===== src/hdl/coalescing_command_table_rr_forwarder_assert.svh =====
// Assertion macros for the command table forwarder.
`ifndef COALESCING_COMMAND_TABLE_RR_FORWARDER_ASSERT_SVH
`define COALESCING_COMMAND_TABLE_RR_FORWARDER_ASSERT_SVH

`ifndef SYNTHESIS

// Same-cycle implication under an active-low reset.
`define CCTF_ASSERT_IMPLIES(label, clk, rst_n, a, b, msg) \
	label: assert property (@(posedge clk) disable iff (!rst_n) (a) |-> (b)) \
		else $error(msg);

// Next-cycle implication under an active-low reset.
`define CCTF_ASSERT_NEXT(label, clk, rst_n, a, b, msg) \
	label: assert property (@(posedge clk) disable iff (!rst_n) (a) |=> (b)) \
		else $error(msg);

`else

`define CCTF_ASSERT_IMPLIES(label, clk, rst_n, a, b, msg)
`define CCTF_ASSERT_NEXT(label, clk, rst_n, a, b, msg)

`endif

`endif


===== src/hdl/cctf_pkg.sv =====
`default_nettype none

package cctf_pkg;

	// Table geometry.
	localparam int NUM_SLOTS = 6;
	localparam int FIXED_IDS = 6;
	localparam int PTR_W     = (NUM_SLOTS > 1) ? $clog2(NUM_SLOTS) : 1;

	// Field widths.
	localparam int ID_W    = 11;
	localparam int LEN_W   = 16;
	localparam int WORD_W  = 32;

	// Packet decoding constants.
	localparam logic [LEN_W-1:0] MIN_LENGTH = 16'd13;
	localparam logic [ID_W-1:0]  TRIGGER_ID = 11'h7F0;

	// Item kinds carried on the input tuser.
	localparam logic CMD_PACKET = 1'b0;
	localparam logic CMD_TICK   = 1'b1;

	// Output register occupancy.
	typedef enum logic {
		ST_EMPTY,
		ST_FULL
	} state_t;

	// Commands from the controller to the datapath.
	typedef struct packed {
		logic load;
	} ctrl_cmd_t;

	// Fixed id owned by each slot; slots past the fixed list own none.
	function automatic logic [ID_W-1:0] slot_id(input logic [4:0] idx);
		logic [ID_W-1:0] id;
		case (idx)
			5'd0: id = 11'h150;
			5'd1: id = 11'h151;
			5'd2: id = 11'h155;
			5'd3: id = 11'h156;
			5'd4: id = 11'h157;
			5'd5: id = 11'h471;
			default: id = '0;
		endcase
		return id;
	endfunction

endpackage

`default_nettype wire


===== src/hdl/cctf_ctrl.sv =====
`default_nettype none

module cctf_ctrl (
	input  wire logic               clk,
	input  wire logic               arst_n,
	input  wire logic               s_tvalid,
	output logic                    s_tready,
	output logic                    m_tvalid,
	input  wire logic               m_tready,
	output cctf_pkg::ctrl_cmd_t     cmd
);
	import cctf_pkg::*;

	state_t state_q;
	state_t state_next;

	// State register.
	always_ff @(posedge clk or negedge arst_n) begin
		if (!arst_n) begin
			state_q <= ST_EMPTY;
		end else begin
			state_q <= state_next;
		end
	end

	// The result register takes a new transaction when empty or being drained.
	always_comb begin
		state_next = state_q;
		s_tready   = 1'b0;
		m_tvalid   = 1'b0;
		cmd.load   = 1'b0;
		case (state_q)
			ST_EMPTY: begin
				s_tready = 1'b1;
				cmd.load = s_tvalid;
				if (s_tvalid) begin
					state_next = ST_FULL;
				end
			end
			ST_FULL: begin
				m_tvalid = 1'b1;
				s_tready = m_tready;
				cmd.load = s_tvalid && m_tready;
				if (m_tready && !s_tvalid) begin
					state_next = ST_EMPTY;
				end
			end
			default: begin
				state_next = ST_EMPTY;
			end
		endcase
	end

endmodule

`default_nettype wire


===== src/hdl/cctf_datapath.sv =====
`default_nettype none

module cctf_datapath (
	input  wire logic                          clk,
	input  wire logic                          arst_n,
	input  wire cctf_pkg::ctrl_cmd_t           cmd,
	input  wire logic                          command,
	input  wire logic [cctf_pkg::LEN_W-1:0]    packet_length,
	input  wire logic [cctf_pkg::WORD_W-1:0]   id_word,
	input  wire logic [cctf_pkg::WORD_W-1:0]   data_low,
	input  wire logic [cctf_pkg::WORD_W-1:0]   data_high,
	output logic                               frame_valid,
	output logic [cctf_pkg::ID_W-1:0]          frame_id,
	output logic [cctf_pkg::WORD_W-1:0]        frame_low,
	output logic [cctf_pkg::WORD_W-1:0]        frame_high,
	output logic                               frame_toggle,
	output logic                               soft_trigger,
	output logic [cctf_pkg::WORD_W-1:0]        received_count,
	output logic [cctf_pkg::WORD_W-1:0]        sent_count,
	output logic [cctf_pkg::WORD_W-1:0]        dropped_count
);
	import cctf_pkg::*;

	// Table and bookkeeping state.
	logic [WORD_W-1:0] slot_low_q  [NUM_SLOTS];
	logic [WORD_W-1:0] slot_high_q [NUM_SLOTS];
	logic [NUM_SLOTS-1:0] dirty_q;
	logic [PTR_W-1:0]     ptr_q;
	logic                 toggle_q;
	logic                 trig_q;
	logic [WORD_W-1:0]    rx_q;
	logic [WORD_W-1:0]    tx_q;
	logic [WORD_W-1:0]    drop_q;

	// Result register.
	logic                 frame_valid_q;
	logic [ID_W-1:0]      frame_id_q;
	logic [WORD_W-1:0]    frame_low_q;
	logic [WORD_W-1:0]    frame_high_q;
	logic                 frame_toggle_q;
	logic                 soft_trigger_q;
	logic [WORD_W-1:0]    received_count_q;
	logic [WORD_W-1:0]    sent_count_q;
	logic [WORD_W-1:0]    dropped_count_q;

	// Decode and selection results.
	logic [ID_W-1:0]   id;
	logic              is_packet;
	logic              is_short;
	logic              is_trigger;
	logic              match_hit;
	logic [PTR_W-1:0]  match_idx;
	logic              pick_hit;
	logic [PTR_W-1:0]  pick_idx;
	logic [PTR_W:0]    cand;
	logic [PTR_W-1:0]  ptr_next;
	logic              send;

	assign id         = id_word[ID_W-1:0];
	assign is_packet  = (command == CMD_PACKET);
	assign is_short   = (packet_length < MIN_LENGTH);
	assign is_trigger = (id == TRIGGER_ID);
	assign send       = !is_packet && pick_hit;

	// Look the id up among the slots that own a fixed id.
	always_comb begin
		match_hit = 1'b0;
		match_idx = '0;
		for (int i = 0; i < NUM_SLOTS; i++) begin
			if (!match_hit && (i < FIXED_IDS) && (slot_id(5'(i)) == id)) begin
				match_hit = 1'b1;
				match_idx = PTR_W'(i);
			end
		end
	end

	// First dirty slot in rotating order from the pointer.
	always_comb begin
		pick_hit = 1'b0;
		pick_idx = '0;
		cand     = '0;
		for (int k = 0; k < NUM_SLOTS; k++) begin
			cand = {1'b0, ptr_q} + (PTR_W + 1)'(k);
			if (cand >= (PTR_W + 1)'(NUM_SLOTS)) begin
				cand = cand - (PTR_W + 1)'(NUM_SLOTS);
			end
			if (!pick_hit && dirty_q[cand[PTR_W-1:0]]) begin
				pick_hit = 1'b1;
				pick_idx = cand[PTR_W-1:0];
			end
		end
	end

	// Pointer moves to the slot after the one sent, wrapping.
	always_comb begin
		if (pick_idx == PTR_W'(NUM_SLOTS - 1)) begin
			ptr_next = '0;
		end else begin
			ptr_next = pick_idx + PTR_W'(1);
		end
	end

	// Control state: dirty marks, pointer, flags and counters.
	always_ff @(posedge clk or negedge arst_n) begin
		if (!arst_n) begin
			dirty_q  <= '0;
			ptr_q    <= '0;
			toggle_q <= 1'b0;
			trig_q   <= 1'b0;
			rx_q     <= '0;
			tx_q     <= '0;
			drop_q   <= '0;
		end else if (cmd.load) begin
			if (is_packet) begin
				rx_q <= rx_q + WORD_W'(1);
				if (is_short) begin
					drop_q <= drop_q + WORD_W'(1);
				end else if (is_trigger) begin
					trig_q <= |data_low[7:0];
				end else if (match_hit) begin
					dirty_q[match_idx] <= 1'b1;
				end
			end else if (pick_hit) begin
				dirty_q[pick_idx] <= 1'b0;
				toggle_q          <= !toggle_q;
				tx_q              <= tx_q + WORD_W'(1);
				ptr_q             <= ptr_next;
			end
		end
	end

	// Slot values keep the latest payload per id.
	always_ff @(posedge clk) begin
		if (cmd.load && is_packet && !is_short && !is_trigger && match_hit) begin
			slot_low_q[match_idx]  <= data_low;
			slot_high_q[match_idx] <= data_high;
		end
	end

	// Result register, loaded with the state as it stands after the item.
	always_ff @(posedge clk) begin
		if (cmd.load) begin
			frame_valid_q    <= send;
			frame_id_q       <= send ? slot_id(5'(pick_idx)) : '0;
			frame_low_q      <= send ? slot_low_q[pick_idx] : '0;
			frame_high_q     <= send ? slot_high_q[pick_idx] : '0;
			frame_toggle_q   <= toggle_q ^ send;
			soft_trigger_q   <= (is_packet && !is_short && is_trigger) ?
				(|data_low[7:0]) : trig_q;
			received_count_q <= is_packet ? (rx_q + WORD_W'(1)) : rx_q;
			sent_count_q     <= send ? (tx_q + WORD_W'(1)) : tx_q;
			dropped_count_q  <= (is_packet && is_short) ? (drop_q + WORD_W'(1)) : drop_q;
		end
	end

	assign frame_valid    = frame_valid_q;
	assign frame_id       = frame_id_q;
	assign frame_low      = frame_low_q;
	assign frame_high     = frame_high_q;
	assign frame_toggle   = frame_toggle_q;
	assign soft_trigger   = soft_trigger_q;
	assign received_count = received_count_q;
	assign sent_count     = sent_count_q;
	assign dropped_count  = dropped_count_q;

endmodule

`default_nettype wire


===== src/hdl/coalescing_command_table_rr_forwarder.sv =====
//  Channel  Direction  Contents
//  s_*      in         packet or pacing tick (tuser selects which)
//  m_*      out        one result per transaction: frame, flags and counters
//
//  Each accepted transaction is loaded straight into the result register, so one
//  item per cycle is sustained while m_tready stays high; the id match and the rotating
//  pick over the dirty marks are combinational.
//  Reset clears the dirty marks, pointer, flags and counters at once.
//  While a result waits untaken, s_tready follows m_tready.
`default_nettype none

`include "coalescing_command_table_rr_forwarder_assert.svh"

module coalescing_command_table_rr_forwarder (
	input  wire logic         clk,
	input  wire logic         arst_n,
	input  wire logic         s_tvalid,
	output logic              s_tready,
	// packet_length[15:0], id_word[47:16], data_low[79:48], data_high[111:80]
	input  wire logic [111:0] s_tdata,
	// command[0]
	input  wire logic         s_tuser,
	output logic              m_tvalid,
	input  wire logic         m_tready,
	// frame_id[10:0], frame_low[42:11], frame_high[74:43], frame_toggle[75],
	// soft_trigger[76], received_count[108:77], sent_count[140:109],
	// dropped_count[172:141], zero fill[175:173]
	output logic [175:0]      m_tdata,
	// frame_valid[0]
	output logic              m_tuser
);
	import cctf_pkg::*;

	ctrl_cmd_t         cmd;
	logic [ID_W-1:0]   frame_id;
	logic [WORD_W-1:0] frame_low;
	logic [WORD_W-1:0] frame_high;
	logic              frame_toggle;
	logic              soft_trigger;
	logic [WORD_W-1:0] received_count;
	logic [WORD_W-1:0] sent_count;
	logic [WORD_W-1:0] dropped_count;

	// Handshake controller.
	cctf_ctrl u_ctrl (
		.clk      (clk),
		.arst_n   (arst_n),
		.s_tvalid (s_tvalid),
		.s_tready (s_tready),
		.m_tvalid (m_tvalid),
		.m_tready (m_tready),
		.cmd      (cmd)
	);

	// Table, arbiter and result register.
	cctf_datapath u_datapath (
		.clk            (clk),
		.arst_n         (arst_n),
		.cmd            (cmd),
		.command        (s_tuser),
		.packet_length  (s_tdata[15:0]),
		.id_word        (s_tdata[47:16]),
		.data_low       (s_tdata[79:48]),
		.data_high      (s_tdata[111:80]),
		.frame_valid    (m_tuser),
		.frame_id       (frame_id),
		.frame_low      (frame_low),
		.frame_high     (frame_high),
		.frame_toggle   (frame_toggle),
		.soft_trigger   (soft_trigger),
		.received_count (received_count),
		.sent_count     (sent_count),
		.dropped_count  (dropped_count)
	);

	// Pack the result fields, lowest first.
	assign m_tdata = {3'b000, dropped_count, sent_count, received_count, soft_trigger,
		frame_toggle, frame_high, frame_low, frame_id};

	// A pending result blocks new input unless it is taken in the same cycle.
	`CCTF_ASSERT_IMPLIES(a_hold_blocks_input, clk, arst_n, m_tvalid && !m_tready, !s_tready, "input accepted while result stalled")
	// Every accepted transaction leaves a result in the register.
	`CCTF_ASSERT_NEXT(a_accept_gives_result, clk, arst_n, s_tvalid && s_tready, m_tvalid, "accepted transaction produced no result")
	// A received packet never forwards a frame.
	`CCTF_ASSERT_NEXT(a_packet_no_frame, clk, arst_n, s_tvalid && s_tready && (s_tuser == CMD_PACKET), !m_tuser, "packet forwarded a frame")

endmodule

`default_nettype wire

===== config.mk =====
export PLATFORM = sky130hd
export DESIGN_NAME = coalescing_command_table_rr_forwarder
export DESIGN_NICKNAME = d
export VERILOG_FILES = /design/src/hdl/cctf_pkg.sv /design/src/hdl/cctf_ctrl.sv /design/src/hdl/cctf_datapath.sv /design/src/hdl/coalescing_command_table_rr_forwarder.sv
export VERILOG_INCLUDE_DIRS = /design/src /design/src/hdl
export SDC_FILE = /design/constraint.sdc
export NUM_CORES = 1
export LEC_CHECK = 0
export BUFFER_PORTS_ARGS = -buffer_cell sky130_fd_sc_hd__buf_2
export CAP_MARGIN = 20
export CELL_PAD_IN_SITES_DETAIL_PLACEMENT = 1
export CELL_PAD_IN_SITES_GLOBAL_PLACEMENT = 1
export CORE_MARGIN = 3
export CORE_UTILIZATION = 53
export CTS_CLUSTER_SIZE = 20
export DETAILED_ROUTE_END_ITERATION = 6
export PLACE_DENSITY = 0.95
export SYNTH_ARGS = -nofsm -noshare
export SYNTH_HDL_FRONTEND = slang
export SYNTH_SLANG_ARGS = --single-unit

===== constraint.sdc =====
create_clock -name clk -period 13.8 [get_ports clk]
set_clock_uncertainty 0.15 [all_clocks]
set_input_delay 2.07 -clock clk [delete_from_list [all_inputs] [get_ports clk]]
set_output_delay 2.07 -clock clk [all_outputs]
set_load 0.01 [all_outputs]

==> results.tsv, run 1 <==
stage	metric	value	unit
sta	Hold Violations, Final	0	
sta	worst slew pin tran	1.14	ns
floorplan	site row count	82	
routing	Initial DRC Count	1368	
critical_path	peak fanout along the critical path	75	
power_and_ir_drop	Worst VDD drop	0.186	mV
cts	worst skew pair latency	0.61	ns
place	routability congestion estimate	0.834	
routing	DR vias/cell	5.95	
floorplan	Core Box Area	50600	µm²
power_and_ir_drop	Comb pwr share	34.1	%
power_and_ir_drop	switching power total	2.21	mW
floorplan	Die Ht	233	µm
global_route	first-pass GRT wire length	112000	µm
power_and_ir_drop	PwrDens	207	nW/µm²
power_and_ir_drop	sequential share of power	37.3	%
cts	Longest Clk Path Bufs	3	
cts	clock sink count	661	
power_and_ir_drop	Leak	12.3	nW
sta	Max-slew headroom	24.2	%
sta	Final Setup Violations	0	
sta	Fmax	162	MHz
global_route	largest net degree at the start of global routing	139	
critical_path	Max stage delay on crit path	0.95	ns
sta	Setup WS post-layout	7.63	ns
routing	drt total wl	73800	µm
global_route	vias in the first global route	18133	
synth	Synth area leader	edfxtp_1	
sta	RSZ-0062 raised after global routing	no	
global_route	GR Overflow Total	0	
job	max cap viols	0	
floorplan	I/O pins	296	
critical_path	critical path required time	13.99	ns
place	Place WS	7.77	ns
cts	# Post-CTS Setup Buffers	0	
critical_path	crit-path cells	inv_1 > ha_1 > nor2b_1 > nor4_2 > nor3_1 > or3_1 > o21bai_1 > a311oi_4 > buf_4 > buf_4 > mux2_2 > a221o_1	
cts	clk slew on worst S/H paths	0.06	ns
sta	Final Critical Period	6.17	ns
synth	sequential element share of the synthesized area	70.7	%
synth	Cell variety after synth	70	
floorplan	chip width	233	µm
critical_path	Most common cell on crit path	buf_4	
sta	setup TNS	0	ns
global_route	initial antenna violation count	9	
synth	number of synthesized register bits	661	
cts	root cell of the clock tree	clkbuf_16	
routing	post-route ant nets	0	
synth	Async SR Flop Fraction	16.3	%
synth	top-area cell type share of the netlist area	60.8	%
cells_and_area	Syn-to-layout area delta	15.7	%
synth	Syn Inst Count	1782	
cells_and_area	layout cell share with drive strength beyond 1	25.5	%
sta	final slew viol count	0	
cts	total CTS buffers	70	
global_route	all-layer global routing usage	27.2	%
critical_path	Worst R2R Setup Slack	7.63	ns
synth	most frequently used cell type in the post-synthesis netlist	edfxtp_1	
critical_path	CP endpoint kind	register	
cells_and_area	Layout Cells excl Fill	2793	
routing	drt pass-1 iters	5	
outcome	status	finished clean	
power_and_ir_drop	switching fraction of total power	33.7	%
synth	number of synthesized flops with an enable pin	553	
synth	syn avg cell area	15.3	µm²
sta	Final period util	44.7	%
critical_path	Crit Path Class	register to register	
floorplan	total die area	54300	µm²
power_and_ir_drop	clock share of power	28.6	%
place	placed cell count	2659	
worst_hold_path	Hold Crit Class	register to register	
synth	top cells by area, synth	edfxtp_1 (61%), dfrtp_1 (9.9%), mux2_2 (4.4%)	
critical_path	slowest CP cell	buf_4	
cells_and_area	filler cell count	4729	
place	IO Port Bufs	268	
power_and_ir_drop	Power Internal	4.34	mW
cts	# hold bufs at CTS	0	
critical_path	Worst Setup Start Kind	register	
synth	Post-Syn Area	27300	µm²
cts	post-cts resize count	0	
cells_and_area	final net count	2188	
place	post-DP HPWL	43400	µm
cts	H-tree depth	3	
cts	CTS tree	done	
routing	WL per Instance	26.4	µm
routing	Remaining DRCs	0	
floorplan	Initial Utilization	54.0	%
critical_path	Data arrival, critical path	6.37	ns
synth	Top FF cell, synth	edfxtp_1	
synth	YS warnings	0	
synth	list of most frequent post-synthesis cells	edfxtp_1 (553), nand2_1 (125), xnor2_1 (116), dfrtp_1 (108), mux2_2 (107)	
routing	Vias	16621	
[kinds of logic (layout without fill, tap and decap cells)]
family	after synthesis	in the layout	synth area share, %
flip-flops	661	661	70.7
AND/OR/NAND/NOR	471	471	8.35
multiplexers	209	209	8.21
XOR/XNOR	195	195	6.28
AO/OA/AOI/OAI	121	121	3.83
buffers and inverters	113	442	2.13
adder cells (fa/ha/maj)	11	11	0.504
other	1	11	0.0137
[placed cells by master, fill, tap and decap left out, types with 56 or more instances in the layout]
| cell | n |
|---|---|
| nand3_1 | 71 |
| buf_2 | 267 |
| mux2i_1 | 98 |
| xor2_1 | 78 |
| nor3_1 | 56 |
| mux2_2 | 107 |
| xnor2_1 | 116 |
| dfrtp_1 | 108 |
| nand2_1 | 125 |
| clkbuf_16 | 72 |
| nor2_1 | 99 |
| edfxtp_1 | 553 |
[layer usage]
metal	vias up	GRT usage [%]	part of all wire, %
li1	7235	-	-
met1	8603	33.1	38
met2	629	48.3	53
met3	146	5.09	5.9
met4	8	10.0	2.8
met5	-	0	0.077
[critical path, delay by kind of cell (launching register included)]
kind / cells / cell delay [ns]
adders and majority gates: 1 / 0.44
muxes: 1 / 0.45
and+or+nand+nor: 4 / 1.19
DFF: 1 / 0.57
AOI/OAI and AO/OA: 3 / 1.15
buffers and inverters: 3 / 1.88
[per-stage QoR]
stage               hold slack, ns  instance area, µm²  total power [mW]  util, %
floorplan                    0.311               27300              4.07        -
global placement             0.328               29300              4.55     57.9
detailed placement           0.330               29300              4.68     57.9
CTS                          0.342               31600              6.59     62.4
global route                 0.360               31600              6.82     62.5
finish                       0.347               31600              6.55     62.5
[flip-flops by register name, indices dropped and copies added (netlist names)]
name                       count
u_datapath.sent_count         32
u_datapath.slot_high_q       192
u_datapath.soft_trigger        1
u_datapath.dirty_q             6
u_datapath.frame_id            6
u_datapath.frame_valid         1
u_datapath.trig_q              1
u_datapath.dropped_count      32
u_datapath.frame_toggle        1
u_datapath.drop_q             32
u_datapath.rx_q               32
u_datapath.ptr_q               3
u_datapath.tx_q               32
u_datapath.frame_high         32
u_datapath.frame_low          32
u_datapath.toggle_q            1
u_datapath.received_count     32
u_ctrl.state_q                 1
u_datapath.slot_low_q        192
[path summary, 6_finish.rpt]
check,startpoint,endpoint,cells after the start
max in group asynchronous,arst_n,u_datapath.drop_q[11],3
hold / removal,u_datapath.drop_q[31],u_datapath.drop_q[31],1
hold reg to reg,u_datapath.drop_q[31],u_datapath.drop_q[31],1
setup reg to reg,u_datapath.ptr_q[1],u_datapath.frame_low[29],12
setup / recovery,u_datapath.ptr_q[1],u_datapath.frame_low[29],12
min in group asynchronous,arst_n,u_datapath.tx_q[12],1
[power groups by stage]
stage / Combinational, mW / Clock (mW) / Sequential (mW)
2_1_floorplan: 1.55 / 0 / 2.52
3_3_place_gp: 2.08 / 0 / 2.47
3_5_place_dp: 2.20 / 0 / 2.48
4_1_cts: 2.24 / 1.90 / 2.45
5_1_grt: 2.39 / 1.98 / 2.45
6_report: 2.24 / 1.87 / 2.44
[layout make-up]
class / count / area, µm² / share of cell area (%)
repair buffers: 296 / 1580 / 5.00
flip-flops and latches: 661 / 19300 / 61.1
clock buffers: 86 / 1880 / 5.96
multi-input cells: 1013 / 7530 / 23.8
inverters: 18 / 75.1 / 0.237
diodes: 5 / 12.5 / 0.0396
clock inverters: 42 / 383 / 1.21
well taps: 672 / 841 / 2.66
Power figures use the tool's default switching activity.
==> run 2, diff against run 1 <==
CORE_UTILIZATION = 44   (was 53)
PLACE_DENSITY = 0.86   (was 0.95)
clock period = 5.6 ns   (was 13.8 ns; I/O delays follow)
==> results.tsv, run 2 (synthesis results as in run 1) <==
stage	metric	value	unit	change
outcome	status	finished clean		unchanged
cts	Longest Clk Path Bufs	3		unchanged
routing	WL per Instance	23.5	µm	was 26.4 µm
floorplan	site row count	90		was 82
global_route	initial antenna violation count	14		was 9
global_route	largest net degree at the start of global routing	85		was 139
global_route	all-layer global routing usage	21.3	%	was 27.2%
critical_path	Data arrival, critical path	5.23	ns	was 6.37 ns
cts	H-tree depth	3		unchanged
place	Place WS	0.479	ns	was 7.77 ns
cts	clock sink count	661		unchanged
critical_path	Crit Path Class	register to register		unchanged
sta	Final Critical Period	5.03	ns	was 6.17 ns
cts	worst skew pair latency	0.62	ns	was 0.61 ns
floorplan	Die Ht	255	µm	was 233 µm
cells_and_area	commonest cells after routing, fill and taps aside	edfxtp_1 (553), buf_2 (267), nand2_1 (125)		unchanged
place	post-DP HPWL	41200	µm	was 43400 µm
place	IO Port Bufs	268		unchanged
cells_and_area	final net count	2189		was 2188
floorplan	Initial Utilization	44.8	%	was 54.0%
sta	Setup WS post-layout	0.572	ns	was 7.63 ns
critical_path	critical path required time	5.80	ns	was 13.99 ns
cells_and_area	filler cell count	5877		was 4729
routing	drt total wl	69600	µm	was 73800 µm
routing	DR vias/cell	5.48		was 5.95
job	max cap viols	0		unchanged
sta	Fmax	199	MHz	was 162 MHz
routing	Remaining DRCs	0		unchanged
global_route	vias in the first global route	17456		was 18.1k
critical_path	Worst Setup Start Kind	register		unchanged
cts	clk slew on worst S/H paths	0.06	ns	about the same
sta	Final period util	89.8	%	was 44.7%
global_route	GR Overflow Total	0		unchanged
floorplan	Core Box Area	60900	µm²	was 50600 µm²
sta	worst slew pin tran	1.04	ns	was 1.14 ns
sta	Final Setup Violations	0		unchanged
critical_path	worst reg2reg path depth	12		unchanged
sta	final slew viol count	0		unchanged
critical_path	CP endpoint kind	register		unchanged
cts	# Post-CTS Setup Buffers	0		unchanged
cells_and_area	most common cell after layout, fill and taps aside	edfxtp_1		unchanged
sta	Max-slew headroom	30.7	%	was 24.2%
global_route	first-pass GRT wire length	105000	µm	was 112000 µm
cts	post-cts resize count	0		unchanged
sta	setup TNS	0	ns	unchanged
floorplan	total die area	65100	µm²	was 54300 µm²
worst_hold_path	Hold Crit Class	input pin to asynchronous set/reset pin		was register to register
sta	RSZ-0062 raised after global routing	no		unchanged
cts	total CTS buffers	72		was 70
routing	post-route ant nets	0		unchanged
place	routability congestion estimate	0.808		was 0.834
floorplan	I/O pins	296		unchanged
cells_and_area	Layout Cells excl Fill	2958		was 2793
critical_path	peak fanout along the critical path	26		was 75
cells_and_area	Finished Core Util	52.8	%	was 62.5%
place	placed cell count	2814		was 2659
cells_and_area	Syn-to-layout area delta	17.7	%	was 15.7%
cts	CTS tree	done		unchanged
cells_and_area	Top Registers	u_datapath.slot_high_q (192), u_datapath.slot_low_q (192)		unchanged
power_and_ir_drop	PwrDens	510	nW/µm²	was 207 nW/µm²
floorplan	chip width	255	µm	was 233 µm
power_and_ir_drop	Leak	12.4	nW	was 12.3 nW
sta	Hold Violations, Final	0		unchanged
routing	Vias	16205		was 16.6k
routing	drt pass-1 iters	5		unchanged
cells_and_area	layout cell share with drive strength beyond 1	25.4	%	was 25.5%
cts	# hold bufs at CTS	0		unchanged
power_and_ir_drop	Worst VDD drop	0.537	mV	was 0.186 mV
cts	root cell of the clock tree	clkbuf_16		unchanged
routing	Initial DRC Count	1043		was 1368
[run 2: changes by cell type in the layout (fill, tap and decap cells not counted), moves of 3 or more]
cell | previous run | this run
clkbuf_1 | 11 | 16
buf_12 | 0 | 12
clkinv_16 | 0 | 3
diode_2 | 5 | 10
buf_4 | 27 | 16
clkinv_2 | 15 | 10
[run 2: critical path, stage by stage, from the launching register on]
cell and delay, ns:
dfrtp_1 0.68, inv_1 0.17, ha_1 0.64, inv_2 0.18, xnor2_1 0.20, nor3_1 0.11, or3_1 0.49, or3_4 0.43
nor3_1 0.15, o32a_2 0.48, or3b_1 0.40, buf_4 0.27, o221ai_1 0.43
[run 2: area by class of cell]
class / instances / area, µm² / share of cell area [%]
Multi-Input combinational cell: 1013 / 7560 / 23.5
Clock inverter: 41 / 514 / 1.60
Sequential cell: 661 / 19300 / 60.1
Timing Repair Buffer: 295 / 1700 / 5.28
Inverter: 18 / 75.1 / 0.234
Antenna cell: 10 / 25.0 / 0.0778
Tap cell: 828 / 1040 / 3.22
Clock buffer: 92 / 1930 / 6.00
[run 2: worst paths after layout]
| path | slack, ns | start | to |
|---|---|---|---|
| max | 0.57 | u_datapath.ptr_q[0] | u_datapath.frame_low[25] |
| min | 0.16 | arst_n | u_datapath.tx_q[12] |
| max reg2reg | 0.57 | u_datapath.ptr_q[0] | u_datapath.frame_low[25] |
| min reg2reg | 0.35 | u_datapath.drop_q[31] | u_datapath.drop_q[31] |
| max in group asynchronous | 3.86 | arst_n | u_datapath.rx_q[6] |
| min in group clk | 0.32 | s_tdata[101] | u_datapath.slot_high_q[3][21] |
[run 2: layer usage]
layer  wire length [µm]  track usage [%]  share of wire [%]  up-vias
met5                 87                0               0.13        -
met4               1470             5.90                2.1       14
met3               3920             4.36                5.6      109
met2              35600             37.6                 51      434
met1              28500             26.6                 41     8401
li1                   -                -                  -     7247
[run 2: power breakdown]
| group | switching, mW | internal (mW) |
|---|---|---|
| combinational | 3.23 | 2.28 |
| sequential | 0.211 | 5.83 |
| clock | 1.99 | 2.85 |
[run 2: stage by stage]
step	power [mW]	hold slack, ns	cell area, µm²
after floorplan	10.0	0.311	27400
after global placement	11.4	0.327	29700
after detailed placement	11.6	0.337	29700
after CTS	16.5	0.179	32100
after global routing	17.1	0.225	32100
final	16.4	0.156	32100
==> run 3, diff against run 2 <==
PLACE_DENSITY = not set   (was 0.86)
PLACE_DENSITY_LB_ADDON = 0.1   (was not set)
==> results.tsv, run 3 (synthesis results as in run 1) <==
stage	metric	value	unit	change
critical_path	critical path required time	5.94	ns	was 5.80 ns
cells_and_area	layout cell share with drive strength beyond 1	26.0	%	was 25.4%
power_and_ir_drop	overall power	16.2	mW	was 16.4 mW
outcome	status	finished clean		unchanged
floorplan	site row count	90		unchanged
floorplan	Core Box Area	60900	µm²	unchanged
critical_path	CP endpoint kind	register		unchanged
power_and_ir_drop	Leak	12.5	nW	was 12.4 nW
critical_path	Crit Path Class	register to register		unchanged
cts	total CTS buffers	73		was 72
sta	Final Setup Violations	0		unchanged
critical_path	Max stage delay on crit path	0.63	ns	was 0.68 ns
cts	CTS tree	done		unchanged
routing	drt pass-1 iters	5		unchanged
cells_and_area	commonest cells after routing, fill and taps aside	edfxtp_1 (553), buf_2 (268), nand2_1 (125)		was edfxtp_1 (553), buf_2 (267), nand2_1 (125)
sta	final slew viol count	0		unchanged
sta	Fmax	198	MHz	was 199 MHz
floorplan	Initial Utilization	44.8	%	unchanged
cts	root cell of the clock tree	clkbuf_16		unchanged
cells_and_area	Top Registers	u_datapath.slot_high_q (192), u_datapath.slot_low_q (192)		unchanged
sta	Final Critical Period	5.05	ns	was 5.03 ns
cells_and_area	Syn-to-layout area delta	17.8	%	was 17.7%
cts	worst skew pair latency	0.63	ns	was 0.62 ns
cells_and_area	final net count	2207		was 2189
power_and_ir_drop	PwrDens	502	nW/µm²	was 510 nW/µm²
place	Place WS	0.525	ns	was 0.479 ns
floorplan	total die area	65100	µm²	unchanged
cells_and_area	most common cell after layout, fill and taps aside	edfxtp_1		unchanged
cells_and_area	filler cell count	5878		was 5877
routing	WL per Instance	22.1	µm	was 23.5 µm
global_route	largest net degree at the start of global routing	76		was 85
job	max cap viols	0		unchanged
place	post-DP HPWL	39600	µm	was 41200 µm
routing	drt total wl	65600	µm	was 69600 µm
routing	Vias	15731		was 16.2k
floorplan	I/O pins	296		unchanged
worst_hold_path	Hold Crit Class	input pin to asynchronous set/reset pin		unchanged
sta	setup TNS	0	ns	unchanged
routing	Initial DRC Count	968		was 1043
global_route	first-pass GRT wire length	100000	µm	was 105000 µm
sta	Final period util	90.1	%	was 89.8%
critical_path	crit-path cells	inv_1 > ha_1 > inv_2 > xnor2_1 > nor3_1 > or3_1 > o41ai_4 > inv_2 > buf_4 > nand2_1 > nor2_1 > nand3_1 > xnor2_1		was inv_1 > ha_1 > inv_2 > xnor2_1 > nor3_1 > or3_1 > or3_4 > nor3_1 > o32a_2 > or3b_1 > buf_4 > o221ai_1
sta	Setup WS post-layout	0.555	ns	was 0.572 ns
cts	# Post-CTS Setup Buffers	0		unchanged
floorplan	chip width	255	µm	unchanged
critical_path	Data arrival, critical path	5.39	ns	was 5.23 ns
critical_path	Worst Setup Start Kind	register		unchanged
floorplan	Die Ht	255	µm	unchanged
routing	DR vias/cell	5.29		was 5.48
power_and_ir_drop	Worst VDD drop	0.475	mV	was 0.537 mV
place	IO Port Bufs	268		unchanged
critical_path	peak fanout along the critical path	30		was 26
sta	RSZ-0062 raised after global routing	no		unchanged
cts	H-tree depth	3		unchanged
critical_path	Crit path max-delay family	simple AND/OR/NAND/NOR gates		unchanged
sta	worst slew pin tran	1.01	ns	was 1.04 ns
sta	Max-slew headroom	32.4	%	was 30.7%
place	routability congestion estimate	0.806		was 0.808
critical_path	slowest CP cell	ha_1		was dfrtp_1
cts	clk slew on worst S/H paths	0.06	ns	about the same
global_route	all-layer global routing usage	20.2	%	was 21.3%
global_route	initial antenna violation count	13		was 14
cts	# hold bufs at CTS	0		unchanged
routing	post-route ant nets	0		unchanged
routing	Remaining DRCs	0		unchanged
critical_path	Worst Path Buf+Inv	4		was 3
global_route	GR Overflow Total	0		unchanged
cts	Longest Clk Path Bufs	3		unchanged
global_route	vias in the first global route	16760		was 17.5k
cts	clock sink count	661		unchanged
cts	post-cts resize count	0		unchanged
sta	Hold Violations, Final	0		unchanged
==> run 3: routing by layer <==
layer  vias up  part of all wire (%)  track usage [%]
li1       7268                     -                -
met1      8028                    44             26.4
met2       315                    48             33.9
met3       108                   5.4             5.14
met4        12                   2.2             5.52
met5         -                  0.12                0
==> run 3: area by class of cell <==
class | count | area, µm² | area share [%]
Clock buffer | 93 | 1980 | 6.16
Tap cell | 828 | 1040 | 3.22
Sequential cell | 661 | 19300 | 60.0
Timing Repair Buffer | 312 | 1830 | 5.69
Multi-Input combinational cell | 1013 | 7560 | 23.5
Clock inverter | 40 | 363 | 1.13
Inverter | 18 | 75.1 | 0.233
Antenna cell | 6 | 15.0 | 0.0467
==> run 3: stage by stage <==
step                util (%)  hold WS (ns)  std cells  cell area (µm²)
global placement        48.9         0.330       2830            29800
detailed placement      48.9         0.340       2832            29800
finish                  52.8         0.198       2971            32200
global route            52.8         0.239       2968            32200
CTS                     52.8         0.207       2965            32200
floorplan                  -         0.311       1787            27400
==> run 3: worst register-to-register path: cells and delay by family (launching register included) <==
| family | cells | cell delay, ns |
|---|---|---|
| and+or+nand+nor | 5 | 1.83 |
| DFF | 1 | 0.53 |
| xor gates and xnor gates | 2 | 0.32 |
| buffers and inverters | 4 | 1.38 |
| AOI/OAI and AO/OA | 1 | 0.11 |
| adders and majority gates | 1 | 0.63 |
==> run 3: final timing paths <==
check                                    startpoint                    end  slack [ns]  depth (start not counted)
max in group asynchronous                    arst_n  u_datapath.drop_q[31]        3.92                          2
worst max-delay path            u_datapath.ptr_q[1]    u_datapath.tx_q[21]        0.55                         13
min in group clk                           s_tvalid         u_ctrl.state_q        0.29                          2
worst min register to register  u_datapath.toggle_q    u_datapath.toggle_q        0.34                          1
worst min-delay path                         arst_n    u_datapath.tx_q[11]        0.20                          1
worst max register to register  u_datapath.ptr_q[1]    u_datapath.tx_q[21]        0.55                         13
==> run 3: report_power, final <==
part,internal [mW],leakage (nW),switching [mW]
Sequential,5.83,6.60,0.160
Clock,2.67,1.14,1.97
Combinational,2.29,4.74,3.23
Total,10.8,12.5,5.36
